`src/rtl/core/ieh_pkg.sv`:
```
// shared types, constants and codes of the ion exit energy histogram
package ieh_pkg;

    localparam int ENERGY_BINS_DEF = 256;
    localparam int ANGLE_BINS_DEF  = 256;
    localparam int COUNT_BITS_DEF  = 32;
    localparam int QUEUE_DEPTH     = 2;
    localparam int DIV_W           = 41;

    localparam logic [1:0] CMD_SAMPLE = 2'd0;
    localparam logic [1:0] CMD_READ   = 2'd1;
    localparam logic [1:0] CMD_CLEAR  = 2'd2;
    localparam logic [1:0] CMD_NONE   = 2'd3;

    localparam logic [2:0] REG_THICKNESS = 3'd0;
    localparam logic [2:0] REG_ION_RANGE = 3'd1;
    localparam logic [2:0] REG_INIT_EN   = 3'd2;
    localparam logic [2:0] REG_LOSS_EXP  = 3'd3;
    localparam logic [2:0] REG_EBIN_W    = 3'd4;
    localparam logic [2:0] REG_ABIN_W    = 3'd5;

    localparam logic [23:0] THICKNESS_RST = 24'd3000;
    localparam logic [23:0] ION_RANGE_RST = 24'd10400;
    localparam logic [31:0] INIT_EN_RST   = 32'd68000;
    localparam logic [15:0] LOSS_EXP_RST  = 16'd5939;
    localparam logic [31:0] EBIN_W_RST    = 32'd500;
    localparam logic [15:0] ABIN_W_RST    = 16'd328;

    typedef struct packed {
        logic [1:0]  cmd;
        logic [15:0] depth;
        logic [16:0] ax;
        logic [16:0] ay;
        logic [15:0] z;
        logic [7:0]  rei;
        logic [7:0]  rai;
        logic        rd_ok;
    } item_t;

    typedef struct packed {
        logic [23:0] thickness;
        logic [23:0] ion_range;
        logic [31:0] initial_energy;
        logic [15:0] loss_exponent;
        logic [31:0] energy_bin_width;
        logic [15:0] angle_bin_width;
    } cfg_t;

    typedef struct packed {
        logic        escaped;
        logic [31:0] exit_energy;
        logic [7:0]  energy_bin;
        logic [7:0]  angle_bin;
        logic [31:0] bin_count;
        logic [31:0] escape_total;
        logic [31:0] sample_total;
    } res_t;

    typedef struct packed {
        logic idle;
        logic init_clear;
    } back_stat_t;

endpackage

```
`src/rtl/core/ieh_fifo.sv`:
```
// short command queue between front end and sequencer
module ieh_fifo (
    input  logic           clk,
    input  logic           rst_n,
    input  logic           wr,
    input  ieh_pkg::item_t wdata,
    input  logic           rd,
    output ieh_pkg::item_t rdata,
    output logic           full,
    output logic           empty
);

    localparam int PW = (ieh_pkg::QUEUE_DEPTH > 1) ? $clog2(ieh_pkg::QUEUE_DEPTH) : 1;
    localparam int NW = $clog2(ieh_pkg::QUEUE_DEPTH + 1);

    ieh_pkg::item_t slot_reg [ieh_pkg::QUEUE_DEPTH];
    logic [PW-1:0] wr_ptr_reg;
    logic [PW-1:0] rd_ptr_reg;
    logic [NW-1:0] cnt_reg;
    logic          do_wr;
    logic          do_rd;

    assign full  = (cnt_reg == NW'(ieh_pkg::QUEUE_DEPTH));
    assign empty = (cnt_reg == '0);
    assign do_wr = wr & ~full;
    assign do_rd = rd & ~empty;
    assign rdata = slot_reg[rd_ptr_reg];

    always_ff @(posedge clk)
    begin
        if (do_wr)
        begin
            slot_reg[wr_ptr_reg] <= wdata;
        end
    end

    always_ff @(posedge clk or negedge rst_n)
    begin
        if (!rst_n)
        begin
            wr_ptr_reg <= '0;
            rd_ptr_reg <= '0;
            cnt_reg    <= '0;
        end
        else
        begin
            if (do_wr)
            begin
                wr_ptr_reg <= (wr_ptr_reg == PW'(ieh_pkg::QUEUE_DEPTH - 1)) ? '0
                            : wr_ptr_reg + PW'(1);
            end
            if (do_rd)
            begin
                rd_ptr_reg <= (rd_ptr_reg == PW'(ieh_pkg::QUEUE_DEPTH - 1)) ? '0
                            : rd_ptr_reg + PW'(1);
            end
            if (do_wr && !do_rd)
            begin
                cnt_reg <= cnt_reg + NW'(1);
            end
            else if (do_rd && !do_wr)
            begin
                cnt_reg <= cnt_reg - NW'(1);
            end
        end
    end

endmodule

```
`config.mk`:
```
export PLATFORM = sky130hd
export DESIGN_NAME = ieh_fifo
export DESIGN_NICKNAME = d
export VERILOG_FILES = /design/src/rtl/core/ieh_pkg.sv /design/src/rtl/core/ieh_fifo.sv
export SDC_FILE = /design/constraint.sdc
export NUM_CORES = 1
export LEC_CHECK = 0
export BUFFER_PORTS_ARGS = -buffer_cell sky130_fd_sc_hd__buf_2
export CORE_ASPECT_RATIO = 0.9
export CORE_MARGIN = 5
export CORE_UTILIZATION = 50
export CTS_CLUSTER_DIAMETER = 100
export DETAILED_ROUTE_END_ITERATION = 8
export HOLD_SLACK_MARGIN = 0.15
export PLACE_DENSITY_LB_ADDON = 0.3
export SYNTH_ARGS = -nofsm -noshare
export SYNTH_HDL_FRONTEND = slang
export SYNTH_SLANG_ARGS = --single-unit
```
`constraint.sdc`:
```
create_clock -name clk -period 7.1 [get_ports clk]
set_clock_uncertainty 0.05 [all_clocks]
set_input_delay 1.42 -clock clk [delete_from_list [all_inputs] [get_ports clk]]
set_output_delay 1.42 -clock clk [all_outputs]
set_load 0.01 [all_outputs]
```
==> parameters.txt, run 1 <==
Parameter                              Value

Run
  Max capacitance violation total ... 0

Cells and area
  Filler cell count ... 904
  Flip-flop count of the largest register, all copies and words added ... 170
  Total Nets Final ... 561
  Layout-stage area growth over the synthesis result ... 23.5%
  Ratio of cells with drive above 1 in the final layout ... 0.598

Setup path
  Largest fanout on the critical path ... 47
  Largest stage delay on the critical path ... 800 ps
  Type of element capturing the critical path ... output port
  Crit path cell chain ... buf_4 -> mux2_2 -> buf_2
  Crit start category ... flop
  Critical path's top delay family ... buffers and inverters
  Slowest cell on crit path ... dfrtp_4
  Required time worst endpoint ... 5630 ps
  Critical Path AT ... 2560 ps
  Buffer and inverter count on the worst path ... 2
  Type of the worst setup path ... flop to output port

Clock network
  Clk Tree Root Cell ... clkbuf_16
  Number of sinks handled by clock tree synthesis ... 174
  Clock transition time at the flip-flop clock pins of the worst setup and hold paths ... 60 ps
  Post-CTS setup buffer count ... 0
  CTS tree ... built
  Number of resized instances in the post-cts repair step ... 0
  CTS H-tree lvls ... 4
  Num CTS Buffers ... 17
  Maximum number of buffers from clock root to sink ... 2
  Clock latency on the worst-skew pair ... 410 ps
  Quantity of hold-fixing buffers added after cts ... 0

Power and ir drop
  Sum of internal, switching and leakage power ... 3340 uW
  Ratio of total power to cell area ... 414 mW/mm2
  Proportion of power drawn by the clock network ... 0.255
  Combinational fraction of design power ... 0.292
  Sw Ratio ... 0.280
  Peak supply drop ... 0.252 mV
  P_sw ... 935 uW
  Internal cell power ... 2400 uW
  Flop pwr share ... 0.453
  Leakage component of the power ... 0.00315 uW

Routing
  First-iteration detailed-routing DRC count ... 163
  DRC errors left ... 0
  Total wire length after detailed routing ... 11.6 mm
  Pre-Repair DR Iteration Count ... 4
  Number of vias per cell ... 4.92
  Total via count after detailed routing ... 3187
  Residual antenna-violating net count after detailed routing ... 0
  Detailed-route wire length per cell ... 17.9 um

Synthesis
  Cell count after synthesis ... 284
  Average cell area after synthesis ... 23.0 um2
  Largest area contributor in the synthesized netlist ... edfxtp_1
  Fraction of the yosys area taken by sequential cells ... 0.796
  Netlist area before placement ... 0.00654 mm2
  Number of synthesized register bits ... 174
  Post-Synthesis Net Count ... 374
  Number of enable flip-flop cells after synthesis ... 170
  Fraction of synthesized cell area taken by the top area cell type ... 0.781
  Yosys warnings ... 0
  Ys flop type ... edfxtp_1
  Synth unique cells ... 17
  Synth async-reset ratio ... 0.0230
  Top cells by area in the synthesized netlist ... edfxtp_1 78%, mux2_4 9.2%, mux2_2 7.8%, dfrtp_1 1.5%, buf_12 1.2%
  Top cells by instance count after synthesis ... 170 x edfxtp_1, 45 x mux2_2, 40 x mux2_4
  Most common cell in the netlist ... edfxtp_1

GRT
  Number of global-route vias before repair ... 3482
  Antenna violations before repair ... 1
  Largest net degree at the start of global routing ... 48
  GRT overflow ... 0
  All-Layer GR Usage ... 0.153
  Wire length of the first global-routing pass ... 17.8 mm

Status
  Result of the run ... finished clean

Place
  Routability congestion estimate from global placement ... 0.727
  Count of buffers inserted at the top-level ports ... 175
  Total half-perimeter wirelength after legalization and detailed placement ... 7.80 mm

STA
  Relative slew slack ... 0.251
  Slew at the pin closest to its max-slew limit ... 1120 ps
  Part of the cycle the worst path needs ... 0.567
  Fin crit period ... 4030 ps
  Unrepaired setup endpoints after global routing ... false
  Min Hold Slack ... 492 ps
  Number of max-slew violations in the final report ... 0
  Final setup fails ... 0
  Fmax ... 248 MHz
  Final TNS setup ... 0 ps
  Final hold violation count ... 0

Hold path
  Class of the most critical hold timing path ... flop to flop

Floorplanning
  Die outline height ... 118 um
  Number of core rows ... 39
  Width of the die ... 131 um
  I/O pins ... 176
  Core region area ... 0.0127 mm2
  Die Footprint ... 0.0155 mm2
  Effective utilization at floorplan ... 0.513
## power by group through the flow
stage	Sequential (uW)	Combinational, uW	Clock, uW
after floorplan	1490	747	0
after CTS	1520	1000	869
after global placement	1530	988	0
after global routing	1540	1050	921
final	1510	975	851
after detailed placement	1540	997	0
## logic make-up after synthesis
| group | Yosys count | share of synthesized area |
|---|---|---|
| adder cells (fa/ha/maj) | 1 | 0.00191 |
| buffers and inverters | 12 | 0.0205 |
| XOR/XNOR | 5 | 0.00670 |
| AO/OA/AOI/OAI | 1 | 0.000765 |
| AND/OR/NAND/NOR | 6 | 0.00421 |
| flip-flops | 174 | 0.796 |
| multiplexers | 85 | 0.169 |
## final timing paths
check	endpoint	start	slack [ps]	cells after the start
worst max-delay path	rdata[63]	rd_ptr_reg	3070	3
worst min-delay path	cnt_reg[1]	cnt_reg[1]	490	1
worst max register to register	slot_reg[0][52]	cnt_reg[0]	4310	4
worst min register to register	cnt_reg[1]	cnt_reg[1]	490	1
max in group asynchronous	rd_ptr_reg	rst_n	6110	1
min in group asynchronous	wr_ptr_reg	rst_n	750	1
## cell type report
type                    count  area (um2)  area share
inverters                   2        7.51    0.000930
multi-input cells          98        1210       0.150
repair buffers            178         898       0.111
diodes                      1        2.50    0.000310
flip-flops and latches    174        5210       0.645
clock buffers              22         444      0.0550
well taps                 164         205      0.0254
clock inverters             9        95.1      0.0118
## metal layers
metal  GRT usage  vias up  share of wire
met4      0.0463        2          0.011
met3      0.0740       11           0.10
li1            -     1498              -
met1       0.186     1552           0.41
met2       0.242      124           0.47
met5           0        -        0.00060
## layout by cell type (no fill, tap or decap), drive strengths merged
master / Yosys / layout
o21ai: 1 / 1
ha: 1 / 1
nor2: 3 / 3
diode: 0 / 1
edfxtp: 170 / 170
nand2b: 1 / 1
xor2: 2 / 2
clkinv: 0 / 7
inv: 2 / 2
xnor2: 3 / 3
nand2: 1 / 1
dfrtp: 4 / 4
mux2: 85 / 85
and3: 1 / 1
bufinv: 0 / 2
buf: 10 / 178
clkbuf: 0 / 22
## per-stage QoR
step	instance area (um2)	worst slack [ps]	instances	util
2_1_floorplan	6540	1470	284	-
3_3_place_gp	7530	3360	616	0.591
3_5_place_dp	7530	3370	616	0.591
4_1_cts	8070	3000	647	0.633
5_1_grt	8070	2920	647	0.633
6_report	8070	3070	648	0.634
Power figures use the tool's default switching activity.
==> inputs of run 2 (changes only) <==
- clock period: 7.1 -> 4 ns (I/O delays scaled with it)
==> run 2 against run 1 <==
  * Largest power group unchanged
  * Sequential power increased by 79%
  * Highest routed layer is now met4
  * Power increased by 84%
  * Global-route usage decreased by 0.27 points
  * Setup slack got worse by 2100 ps
==> parameters.txt, run 2 (same netlist as run 1, synthesis figures left out) <==
Parameter                              Value

STA
  Relative slew slack ... 0.548 (+0.297)
  Fin crit period ... 3040 ps
  Min Hold Slack ... 468 ps (-24.3 ps)
  Number of max-slew violations in the final report ... 0 (unchanged)
  Final setup fails ... 0 (unchanged)
  Part of the cycle the worst path needs ... 0.760
  Final TNS setup ... 0 ps (unchanged)
  Unrepaired setup endpoints after global routing ... false
  Final hold violation count ... 0 (unchanged)
  Fmax ... 329 MHz
  Slew at the pin closest to its max-slew limit ... 678 ps (-442 ps)

Cells and area
  Number of antenna repair diodes ... 0 (-1)
  Commonest cells after routing, fill and taps aside ... 175 x buf_2, 170 x edfxtp_1, 45 x mux2_2
  Ratio of cells with drive above 1 in the final layout ... 0.606 (+0.00784)
  Layout-stage area growth over the synthesis result ... 25.4%
  Total Nets Final ... 563 (+0.36%)
  Most common cell after layout, fill and taps aside ... buf_2
  Flip-flop count of the largest register, all copies and words added ... 170 (unchanged)
  Post-layout instance area ... 0.00820 mm2 (+1.6%)

Setup path
  Largest stage delay on the critical path ... 860 ps (+60 ps)
  Type of element capturing the critical path ... output port
  Required time worst endpoint ... 3150 ps (-2480 ps)
  Crit path cell chain ... buf_12 -> mux2_2 -> buf_2
  Crit start category ... flop
  Slowest cell on crit path ... dfrtp_4
  Critical Path AT ... 2190 ps (-370 ps)
  Type of the worst setup path ... flop to output port
  Largest fanout on the critical path ... 47 (unchanged)

Power and ir drop
  Flop pwr share ... 0.439 (-0.014)
  Proportion of power drawn by the clock network ... 0.279 (+0.024)
  Internal cell power ... 4480 uW (+86%)
  Leakage component of the power ... 0.00321 uW (+1.6%)
  Ratio of total power to cell area ... 749 mW/mm2 (+81%)
  Peak supply drop ... 0.408 mV (+62%)
  Sw Ratio ... 0.271 (-0.00909)
  P_sw ... 1660 uW (+78%)
  Combinational fraction of design power ... 0.282 (-0.010)

Floorplanning
  Die outline height ... 118 um (unchanged)
  Number of core rows ... 39 (unchanged)
  Die Footprint ... 0.0155 mm2 (unchanged)
  I/O pins ... 176 (unchanged)
  Core region area ... 0.0127 mm2 (unchanged)
  Width of the die ... 131 um (unchanged)
  Effective utilization at floorplan ... 0.513 (unchanged)

Routing
  First-iteration detailed-routing DRC count ... 143 (-12%)
  Pre-Repair DR Iteration Count ... 4 (unchanged)
  DRC errors left ... 0 (unchanged)
  Total via count after detailed routing ... 3198 (+0.35%)
  Residual antenna-violating net count after detailed routing ... 0 (unchanged)
  Total wire length after detailed routing ... 11.3 mm (-2.5%)
  Detailed-route wire length per cell ... 17.4 um (-2.6%)
  Number of vias per cell ... 4.93 (+0.19%)

Clock network
  Num CTS Buffers ... 17 (unchanged)
  Number of sinks handled by clock tree synthesis ... 174 (unchanged)
  CTS tree ... built
  Post-CTS setup buffer count ... 0 (unchanged)
  Clock latency on the worst-skew pair ... 410 ps (about the same)
  Clock transition time at the flip-flop clock pins of the worst setup and hold paths ... 60 ps (about the same)
  Quantity of hold-fixing buffers added after cts ... 1 (+1)
  Clk Tree Root Cell ... clkbuf_16
  Number of resized instances in the post-cts repair step ... 0 (unchanged)
  Maximum number of buffers from clock root to sink ... 2 (unchanged)
  CTS H-tree lvls ... 4 (unchanged)

Run
  Max capacitance violation total ... 0 (unchanged)

Place
  Post-placement cell area ... 0.00756 mm2 (+0.43%)
  Routability congestion estimate from global placement ... 0.732 (+0.73%)
  Total half-perimeter wirelength after legalization and detailed placement ... 7.69 mm (-1.3%)
  Count of buffers inserted at the top-level ports ... 175 (unchanged)

GRT
  Number of global-route vias before repair ... 3482 (unchanged)
  Largest net degree at the start of global routing ... 48 (unchanged)
  Antenna violations before repair ... 0 (-1)
  Wire length of the first global-routing pass ... 17.3 mm (-2.6%)
  All-Layer GR Usage ... 0.150 (-0.00273)
  GRT overflow ... 0 (unchanged)

Hold path
  Class of the most critical hold timing path ... flop to flop

Status
  Result of the run ... finished clean
## run 2: cell count changes in the layout (fill, tap and decap cells not counted), sizes merged
cell	previous run	this run
clkbuf	22	19
bufinv	2	5
diode	1	0
clkinvlp	0	2
dlygate4sd3	0	1
buf	178	179
inv	2	3
clkinv	7	4
## run 2: worst max-delay path: cells and delay by family, from the launching register on
kind	cells	cell delay (ps)
muxes	1	370
DFF	1	860
buffers and inverters	2	510
## run 2: cell type report
| cell class | count | area (um2) |
|---|---|---|
| inverter | 2 | 7.51 |
| sequential | 174 | 5210 |
| timing repair buffer | 180 | 941 |
| multi-input combinational | 98 | 1210 |
| tap | 164 | 205 |
| clock inverter | 12 | 191 |
| fill | 918 | 4540 |
| clock buffer | 19 | 433 |
## run 2: path summary, 6_finish.rpt
kind / slack [ps] / start / cells after the start / to
hold reg to reg: 470 / cnt_reg[1] / 1 / cnt_reg[1]
min in group asynchronous: 690 / rst_n / 2 / wr_ptr_reg
max in group asynchronous: 3070 / rst_n / 2 / rd_ptr_reg
hold / removal: 470 / cnt_reg[1] / 1 / cnt_reg[1]
setup reg to reg: 2070 / cnt_reg[0] / 3 / slot_reg[1][12]
setup / recovery: 960 / rd_ptr_reg / 3 / rdata[62]
## run 2: through the flow
step	std cells	worst slack, ps	util	total power, uW
after global placement	617	1360	0.594	4470
after global routing	649	830	0.643	6450
final	649	958	0.643	6140
after detailed placement	617	1370	0.594	4510
after floorplan	284	417	-	3960
after CTS	649	907	0.643	6240
## run 2: power by group through the flow
stage | sequential, uW | clock (uW) | combinational [uW]
after global placement | 2720 | 0 | 1750
after CTS | 2710 | 1760 | 1780
after floorplan | 2630 | 0 | 1330
after global routing | 2740 | 1850 | 1870
after detailed placement | 2740 | 0 | 1770
final | 2700 | 1710 | 1730
## run 2: per-layer routing
layer,global-route usage,wire length (um)
met2,0.234,5430
met3,0.0631,1170
met5,0,0
met1,0.185,4540
met4,0.0617,166
