--- config.mk ---
export PLATFORM = sky130hd
export DESIGN_NAME = ieh_front
export DESIGN_NICKNAME = d
export VERILOG_FILES = /design/src/rtl/core/ieh_pkg.sv /design/src/rtl/core/ieh_front.sv
export SDC_FILE = /design/constraint.sdc
export NUM_CORES = 1
export LEC_CHECK = 0
export ABC_CLOCK_PERIOD_IN_PS = 2800
export BUFFER_PORTS_ARGS = -buffer_cell sky130_fd_sc_hd__buf_2
export CAP_MARGIN = 15
export CORE_AREA = 2 2 67 69
export DETAILED_ROUTE_END_ITERATION = 6
export DIE_AREA = 0 0 69 71
export GPL_ROUTABILITY_DRIVEN = 0
export GPL_TIMING_DRIVEN = 0
export PLACE_DENSITY_LB_ADDON = 0.25
export SETUP_SLACK_MARGIN = 0.05
export SLEW_MARGIN = 0
export SYNTH_ARGS = -nofsm -noshare
export SYNTH_HDL_FRONTEND = slang
export SYNTH_SLANG_ARGS = --single-unit
export TNS_END_PERCENT = 30
--- constraint.sdc ---
create_clock -name vclk -period 2.8
set_input_delay 0.28 -clock vclk [all_inputs]
set_output_delay 0.28 -clock vclk [all_outputs]
set_load 0.03 [all_outputs]
--- src/rtl/core/ieh_pkg.sv ---
// shared types, constants and codes of the ion exit energy histogram
package ieh_pkg;

    localparam int ENERGY_BINS_DEF = 256;
    localparam int ANGLE_BINS_DEF  = 256;
    localparam int COUNT_BITS_DEF  = 32;
    localparam int QUEUE_DEPTH     = 2;
    localparam int DIV_W           = 41;

    localparam logic [1:0] CMD_SAMPLE = 2'd0;
    localparam logic [1:0] CMD_READ   = 2'd1;
    localparam logic [1:0] CMD_CLEAR  = 2'd2;
    localparam logic [1:0] CMD_NONE   = 2'd3;

    localparam logic [2:0] REG_THICKNESS = 3'd0;
    localparam logic [2:0] REG_ION_RANGE = 3'd1;
    localparam logic [2:0] REG_INIT_EN   = 3'd2;
    localparam logic [2:0] REG_LOSS_EXP  = 3'd3;
    localparam logic [2:0] REG_EBIN_W    = 3'd4;
    localparam logic [2:0] REG_ABIN_W    = 3'd5;

    localparam logic [23:0] THICKNESS_RST = 24'd3000;
    localparam logic [23:0] ION_RANGE_RST = 24'd10400;
    localparam logic [31:0] INIT_EN_RST   = 32'd68000;
    localparam logic [15:0] LOSS_EXP_RST  = 16'd5939;
    localparam logic [31:0] EBIN_W_RST    = 32'd500;
    localparam logic [15:0] ABIN_W_RST    = 16'd328;

    typedef struct packed {
        logic [1:0]  cmd;
        logic [15:0] depth;
        logic [16:0] ax;
        logic [16:0] ay;
        logic [15:0] z;
        logic [7:0]  rei;
        logic [7:0]  rai;
        logic        rd_ok;
    } item_t;

    typedef struct packed {
        logic [23:0] thickness;
        logic [23:0] ion_range;
        logic [31:0] initial_energy;
        logic [15:0] loss_exponent;
        logic [31:0] energy_bin_width;
        logic [15:0] angle_bin_width;
    } cfg_t;

    typedef struct packed {
        logic        escaped;
        logic [31:0] exit_energy;
        logic [7:0]  energy_bin;
        logic [7:0]  angle_bin;
        logic [31:0] bin_count;
        logic [31:0] escape_total;
        logic [31:0] sample_total;
    } res_t;

    typedef struct packed {
        logic idle;
        logic init_clear;
    } back_stat_t;

endpackage

--- src/rtl/core/ieh_front.sv ---
// front end: accepts commands, folds direction signs and checks read indexes
module ieh_front #(
    parameter int ENERGY_BINS = ieh_pkg::ENERGY_BINS_DEF,
    parameter int ANGLE_BINS  = ieh_pkg::ANGLE_BINS_DEF
) (
    input  logic               push,
    output logic               full,
    input  logic [1:0]         command,
    input  logic [15:0]        depth_draw,
    input  logic signed [15:0] dir_x,
    input  logic signed [15:0] dir_y,
    input  logic [15:0]        dir_z,
    input  logic [7:0]         read_energy_index,
    input  logic [7:0]         read_angle_index,
    input  logic               q_full,
    input  logic               busy,
    output logic               q_wr,
    output ieh_pkg::item_t     q_item
);

    logic [16:0] xs;
    logic [16:0] ys;

    assign full = q_full | busy;
    assign q_wr = push & ~full;

    // doubled components, magnitude only matters for the squares
    assign xs = {dir_x, 1'b0};
    assign ys = {dir_y, 1'b0};

    always_comb
    begin
        q_item.cmd   = command;
        q_item.depth = depth_draw;
        q_item.ax    = xs[16] ? (~xs + 17'd1) : xs;
        q_item.ay    = ys[16] ? (~ys + 17'd1) : ys;
        q_item.z     = dir_z;
        q_item.rei   = read_energy_index;
        q_item.rai   = read_angle_index;
        q_item.rd_ok = (32'(read_energy_index) < 32'(ENERGY_BINS))
                    && (32'(read_angle_index) < 32'(ANGLE_BINS));
    end

endmodule

==> impl_metrics.env, run 1 <==
export IMPL_status="finished, final reports clean"
export IMPL_numPortBuffers=119
export IMPL_drc=0
export IMPL_slew_headroom_pct=44.9
export IMPL_cp_data_arrival_time_ns=1.85
export IMPL_tightestPinTransition_ns=0.820
export IMPL_rsz0062_at_grt="false"
export IMPL_grt_pass1_wl_um=4810
export IMPL_design_seq_count=0
export IMPL_synth_top_cell_area_share_pct=36.7
export IMPL_num_vias=1353
export IMPL_ant_nets=0
export IMPL_crit_cells=7
export IMPL_endpoint="q_item[46]"
export IMPL_hold_violations=0
export IMPL_first_pass_iters=4
export IMPL_instances_no_fill=321
export IMPL_grt_overflow=0
export IMPL_synth_distinct_cells=31
export IMPL_ctsHoldBuffers=0
export IMPL_timing_worst_setup_path_type="input pin to output port"
export IMPL_p_sw_share_pct=63.2
export IMPL_vias_per_cell=4.21
export IMPL_dpl_hpwl_um=2810
export IMPL_n_fill_cell=428
export IMPL_postCtsResizedCells=0
export IMPL_synth_area_um2=1120
export IMPL_critPathLaunchType="input pin"
export IMPL_dp_cells=321
export IMPL_rows=24
export IMPL_worstPathCellList="buf_2, inv_1, ha_1, or4b_1, o41ai_2, xnor2_1, buf_2"
export IMPL_crit_path_start="dir_y[1]"
export IMPL_synthTopCellsByArea="buf_4 (37%), xnor2_1 (14%), o41ai_2 (7.2%)"
export IMPL_worst_path_buf_inv=3
export IMPL_ios=172
export IMPL_cp_data_required_time_ns=2.52
export IMPL_wl_per_cell_um=9.92
export IMPL_antenna_found_initial=0
export IMPL_hold_class="input pin to output port"
export IMPL_fin_tns_setup_ns=0
export IMPL_cpMostUsedCell="buf_2"
export IMPL_power_internal_w=0.000162
export IMPL_power_share_clock_pct=0
export IMPL_p_sw_w=0.000278
export IMPL_slowest_stage="or4b_1"
export IMPL_peakVddDrop_v=0.000136
export IMPL_routed_wirelength_um=3190
export IMPL_drt_iter0_markers=17
export IMPL_netlist_instances=149
export IMPL_nClkBuffers=0
export IMPL_netlist_top_cell_by_area="buf_4"
export IMPL_final_layout_size_suffix_gt1_share_pct=69.9
export IMPL_core_area_um2=4200
export IMPL_nNetsFinal=358
export IMPL_p_per_area_nw_per_um2=246
export IMPL_die_area_um2=4900
export IMPL_ys_seq_area_share_pct=0
export IMPL_crit_fanout=3
export IMPL_drv_slew=0
export IMPL_post_cts_buffers=0
export IMPL_final_seq_area_um2=0
export IMPL_fp_dieH_um=71
export IMPL_syn_area_per_cell_um2=7.55
export IMPL_seq_power_share_pct=0
export IMPL_grt_util_all_layers_pct=10.8
export IMPL_syn2layout_area_growth_pct=59.1
export IMPL_cpPeakStageDelay_ns=0.52
export IMPL_grt_max_degree=11
export IMPL_cp_top_family="simple AND/OR/NAND/NOR gates"
export IMPL_leakage_nw=0.979
export IMPL_yosys_warnings=0
export IMPL_antenna_diode_count=0
export IMPL_max_cap_viol_count=0
export IMPL_period_share_pct=75.9
export IMPL_start_util_pct=26.8
export IMPL_grt_pass1_vias=1100
export IMPL_p_comb_share_pct=100.0
export IMPL_end_kind="output port"
export IMPL_max_freq_mhz=470
export IMPL_die_w_um=69
export IMPL_setup_viol_count_final=0
export IMPL_period_needed_ns=2.13
cell usage after synthesis, types with 2 or more instances:
library cell and number:
inv_1 7, nor4_1 2, nor2_1 5, xnor2_1 18, o21ai_0 4, xor2_1 8
or4b_1 2, o31ai_1 5, nor4_2 2, buf_4 55, a41oi_1 3, or2_2 4
ha_1 2, o41ai_2 5, conb_1 2, a31oi_1 3, o41ai_1 2, or4_4 2
nor3_1 3, nand2_1 3, a21oi_1 2
stage by stage:
stage	hold slack, ns	total power (W)	worst slack, ns	utilization [%]	instance area, µm²
after floorplan	0.682	0.000315	0.658	-	1130
after global placement	0.811	0.000442	0.687	42.6	1790
after CTS	0.811	0.000443	0.672	42.6	1790
after global routing	0.814	0.000466	0.558	42.6	1790
after detailed placement	0.811	0.000442	0.673	42.6	1790
final	0.810	0.000440	0.674	42.6	1790
power groups by stage:
stage,Combinational [W],Sequential (W),Clock (W)
5_1_grt,0.000466,0,0
4_1_cts,0.000443,0,0
6_report,0.000440,0,0
3_5_place_dp,0.000442,0,0
3_3_place_gp,0.000442,0,0
2_1_floorplan,0.000315,0,0
layout make-up:
cell class	instances	area [µm²]	area share [%]
plain buffers	58	432	24.1
inverters	8	30.0	1.68
multi-input cells	84	667	37.3
well taps	52	65.1	3.64
repair buffers	119	596	33.3
how the worst min path moves through the flow:
stage,from,end,slack (ns),cells past startpoint
2_1_floorplan,dir_x[14],q_item[66],0.68,1
3_3_place_gp,depth_draw[4],q_item[71],0.81,2
3_5_place_dp,depth_draw[10],q_item[77],0.81,2
4_1_cts,depth_draw[10],q_item[77],0.81,2
5_1_grt,read_angle_index[5],q_item[6],0.81,2
6_report,read_angle_index[7],q_item[8],0.81,2
metal layers:
layer | up-vias | wire, µm | track usage [%]
met2 | 106 | 1420 | 18.3
li1 | 701 | - | -
met3 | 0 | 480 | 3.13
met1 | 546 | 1280 | 14.5
met5 | - | 0 | 0
met4 | 0 | 0 | 0
kinds of logic (layout without fill, tap and decap cells):
logic type               Yosys count  in the layout  synth area share, %
buffers and inverters             66            185                 41.0
AO/OA/AOI/OAI                     26             26                 20.1
AND/OR/NAND/NOR                   27             27                 15.7
other                              2              3                0.668
adder cells (fa/ha/maj)            2              2                 2.22
XOR/XNOR                          26             26                 20.2
cell usage in the layout, fill, tap and decap left out, types with 3 or more instances in the layout:
cell       n
a31oi_1    3
buf_4     55
nor3_1     3
xnor2_1   18
conb_1     3
buf_2    119
inv_1      7
o21ai_0    4
a41oi_1    3
nand2_1    3
nor2_1     5
or2_2      4
o41ai_2    5
xor2_1     8
o31ai_1    5
Note: power is estimated with default switching activity, not from simulation.
==> run 2, diff against run 1 <==
ABC_CLOCK_PERIOD_IN_PS = 1710   (was 2800)
CORE_AREA = not set   (was 2 2 67 69)
CORE_ASPECT_RATIO = 1.5   (was not set)
CORE_MARGIN = 2   (was not set)
CORE_UTILIZATION = 28   (was not set)
DIE_AREA = not set   (was 0 0 69 71)
clock period = 1.71 ns   (was 2.8 ns; I/O delays follow)
==> impl_metrics.env, run 2 (synthesis gave the netlist of run 1 again) <==
export IMPL_tightestPinTransition_ns=0.538
export IMPL_final_seq_area_um2=0
export IMPL_numPortBuffers=119
export IMPL_cp_top_family="simple AND/OR/NAND/NOR gates"
export IMPL_worstPathCellList="buf_6, or4_4, buf_12, o41ai_4, xnor2_1, buf_4"
export IMPL_drt_iter0_markers=22
export IMPL_drc=0
export IMPL_whs_ns=0.591
export IMPL_antenna_found_initial=0
export IMPL_setup_ws_ns=-0.0996
export IMPL_antenna_diode_count=0
export IMPL_grt_max_degree=11
export IMPL_violations="setup timing"
export IMPL_ctsHoldBuffers=0
export IMPL_slowest_stage="or4_4"
export IMPL_ant_nets=0
export IMPL_syn2layout_area_growth_pct=80.9
export IMPL_leakage_nw=1.11
export IMPL_nClkBuffers=0
export IMPL_instances_no_fill=318
export IMPL_end_kind="output port"
export IMPL_grt_util_all_layers_pct=14.0
export IMPL_worst_path_buf_inv=3
export IMPL_grt_pass1_wl_um=5530
export IMPL_slew_headroom_pct=64.2
export IMPL_start_util_pct=28.9
export IMPL_max_freq_mhz=553
export IMPL_design_seq_count=0
export IMPL_p_per_area_nw_per_um2=388
export IMPL_first_pass_iters=4
export IMPL_fp_dieH_um=81.6
export IMPL_wl_per_cell_um=11.5
export IMPL_timing_worst_setup_path_type="input pin to output port"
export IMPL_cp_data_required_time_ns=1.54
export IMPL_num_vias=1422
export IMPL_grt_overflow=0
export IMPL_vias_per_cell=4.47
export IMPL_crit_fanout=5
export IMPL_cp_data_arrival_time_ns=1.64
export IMPL_nNetsFinal=362
export IMPL_routed_wirelength_um=3660
export IMPL_final_layout_size_suffix_gt1_share_pct=73.6
export IMPL_core_area_um2=3890
export IMPL_rows=28
export IMPL_peakVddDrop_v=0.000238
export IMPL_period_share_pct=106
export IMPL_hold_class="input pin to output port"
export IMPL_cpPeakStageDelay_ns=0.57
export IMPL_critPathLaunchType="input pin"
export IMPL_die_area_um2=4550
export IMPL_period_needed_ns=1.81
export IMPL_max_cap_viol_count=0
export IMPL_setup_viol_count_final=10
export IMPL_grt_pass1_vias=1276
export IMPL_final_cell_mix="buf_2 (99), buf_4 (69), xnor2_1 (18), xor2_1 (8)"
export IMPL_ios=172
export IMPL_dp_cells=314
export IMPL_rsz0062_at_grt="true"
export IMPL_die_w_um=55.8
export IMPL_dpl_hpwl_um=3090
export IMPL_final_common_cell="buf_2"
export IMPL_status="complete, but fails checks"
export IMPL_hold_violations=0
export IMPL_drv_slew=0
[run 2: changes by cell type in the layout (fill, tap and decap cells not counted), moves of 3 or more]
cell | previous run | this run
nor4_4 | 0 | 3
o41ai_2 | 5 | 1
buf_4 | 55 | 69
buf_2 | 119 | 99
o41ai_4 | 0 | 4
buf_6 | 1 | 5
[run 2: cell type report]
cell class                 instances  area [µm²]
fill                             368        1850
multi-input combinational         84         774
timing repair buffer             123         727
buffer                            58         442
tap                               45        56.3
inverter                           8        35.0
[run 2: what timing repair did]
item / CTS / global route
resized for setup: 21 / 24
pin swaps: 1 / 12
cloned: 0 / 1
setup buffers: 1 / 2
setup endpoints to repair: 20 / 16
[run 2: through the flow]
stage               TNS [ns]  power (W)  setup WS (ns)  area [µm²]  utilization [%]
global route           -1.35   0.000839         -0.169        2030             52.3
CTS                   -0.975   0.000762         -0.149        1900             48.9
finish                -0.718   0.000790        -0.0996        2030             52.3
floorplan            -0.0697   0.000517        -0.0636        1140                -
global placement       -1.97   0.000728         -0.204        1790             46.1
detailed placement     -1.82   0.000729         -0.218        1790             46.1
[run 2: layer usage]
layer  GRT usage [%]  vias to the layer above  part of all wire (%)
li1                -                      712                     -
met5               0                        -                     0
met2            28.0                      106                    53
met4           0.244                        0                     0
met3            4.25                        0                    14
met1            15.1                      604                    33
[run 2: path summary, 6_finish.rpt]
path                                 start         end  slack, ns  cells past startpoint
worst max-delay path              dir_y[5]  q_item[47]       -0.1                      6
worst min-delay path  read_energy_index[7]  q_item[16]       0.59                      2
[run 2: report_power, final]
group          switching (W)  leakage [nW]  internal (W)
clock network              0             0             0
registers                  0             0             0
logic               0.000481          1.11      0.000309
==> run 3, diff against run 2 <==
GPL_TIMING_DRIVEN = not set   (was 0)
==> impl_metrics.env, run 3 (synthesis gave the netlist of run 1 again) <==
export IMPL_final_common_cell="buf_2"
export IMPL_max_cap_viol_count=0
export IMPL_start_util_pct=28.9
export IMPL_p_sw_w=0.000332
export IMPL_hold_class="input pin to output port"
export IMPL_p_per_area_nw_per_um2=364
export IMPL_p_sw_share_pct=61.5
export IMPL_nClkBuffers=0
export IMPL_vias_per_cell=5.12
export IMPL_max_freq_mhz=548
export IMPL_power_internal_w=0.000208
export IMPL_grt_pass1_wl_um=4860
export IMPL_setup_viol_count_final=5
export IMPL_worst_path_buf_inv=2
export IMPL_instances_no_fill=232
export IMPL_final_seq_area_um2=0
export IMPL_ctsHoldBuffers=0
export IMPL_grt_pass1_vias=1061
export IMPL_fp_dieH_um=81.6
export IMPL_status="complete, but fails checks"
export IMPL_timing_worst_setup_path_type="input pin to output port"
export IMPL_wl_per_cell_um=14.6
export IMPL_power_share_clock_pct=0
export IMPL_drv_slew=0
export IMPL_leakage_nw=0.738
export IMPL_hold_violations=0
export IMPL_rows=28
export IMPL_cpPeakStageDelay_ns=0.54
export IMPL_design_seq_count=0
export IMPL_end_kind="output port"
export IMPL_antenna_diode_count=0
export IMPL_peakVddDrop_v=0.000182
export IMPL_cp_data_required_time_ns=1.54
export IMPL_die_area_um2=4550
export IMPL_ios=172
export IMPL_cp_data_arrival_time_ns=1.65
export IMPL_cp_top_family="simple AND/OR/NAND/NOR gates"
export IMPL_drt_iter0_markers=22
export IMPL_grt_max_degree=16
export IMPL_final_area_um2=1480
export IMPL_place_area_um2=1280
export IMPL_core_area_um2=3890
export IMPL_critPathLaunchType="input pin"
export IMPL_crit_path_start="dir_y[10]"
export IMPL_fin_tns_setup_ns=-0.372
export IMPL_setup_ws_ns=-0.115
export IMPL_final_cell_mix="buf_2 (55), buf_4 (33), xnor2_1 (17), xor2_1 (8)"
export IMPL_die_w_um=55.8
export IMPL_worstPathCellList="buf_6, or4_4, or4b_4, nor4_4, buf_4"
export IMPL_num_vias=1187
export IMPL_dp_cells=229
export IMPL_rsz0062_at_grt="true"
export IMPL_endpoint="q_item[49]"
export IMPL_seq_power_share_pct=0
export IMPL_dpl_hpwl_um=2640
export IMPL_antenna_found_initial=0
export IMPL_syn2layout_area_growth_pct=31.9
export IMPL_routed_wirelength_um=3390
export IMPL_crit_cells=5
export IMPL_ant_nets=0
export IMPL_numPortBuffers=69
export IMPL_final_layout_size_suffix_gt1_share_pct=63.6
export IMPL_period_needed_ns=1.82
export IMPL_p_comb_share_pct=100.0
export IMPL_grt_overflow=0
export IMPL_first_pass_iters=4
export IMPL_violations="setup timing"
export IMPL_grt_util_all_layers_pct=12.6
export IMPL_nNetsFinal=276
export IMPL_period_share_pct=107
export IMPL_slowest_stage="or4_4"
export IMPL_drc=0
export IMPL_crit_fanout=2
[run 3: cell types whose count changed in the layout (fill, tap and decap cells not counted), sizes merged]
cell | previous run | this run
or4 | 3 | 4
buf | 176 | 93
clkbuf | 5 | 1
[run 3: how the worst min path moves through the flow]
stage                         start          to  slack (ns)  depth (start not counted)
2_1_floorplan             dir_x[14]  q_item[66]        0.41                          1
3_3_place_gp   read_energy_index[7]  q_item[16]        0.34                          0
3_5_place_dp   read_energy_index[7]  q_item[16]        0.34                          0
4_1_cts        read_energy_index[7]  q_item[16]        0.34                          0
5_1_grt              depth_draw[15]  q_item[82]        0.34                          0
6_report                  dir_z[12]  q_item[29]        0.34                          0
[run 3: cell type report]
type	instances	area (µm²)
inverters	8	30.0
well taps	45	56.3
fillers	399	2400
repair buffers	94	591
multi-input cells	85	807
[run 3: per-stage QoR]
step	setup slack (ns)	power, W	hold WS [ns]	utilization (%)
2_1_floorplan	-0.0636	0.000517	0.410	-
3_3_place_gp	-0.167	0.000490	0.342	33.0
3_5_place_dp	-0.178	0.000486	0.342	33.0
4_1_cts	-0.115	0.000503	0.342	34.2
5_1_grt	-0.142	0.000572	0.342	38.2
6_report	-0.115	0.000541	0.342	38.2
[run 3: routing by layer]
layer / GRT usage (%) / part of all wire, %
met2: 25.8 / 51
met3: 5.04 / 12
met1: 11.4 / 33
met4: 3.17 / 3.8
met5: 0 / 0
[run 3: power by group through the flow]
stage / clock (W) / sequential, W / combinational (W)
finish: 0 / 0 / 0.000541
global route: 0 / 0 / 0.000572
CTS: 0 / 0 / 0.000503
detailed placement: 0 / 0 / 0.000486
global placement: 0 / 0 / 0.000490
floorplan: 0 / 0 / 0.000517
[run 3: repair_timing]
action / in CTS / in global routing
gates cloned: 0 / 1
endpoints found under the setup margin: 11 / 11
pin swaps: 1 / 11
buffers inserted: 0 / 2
resized for setup: 13 / 24
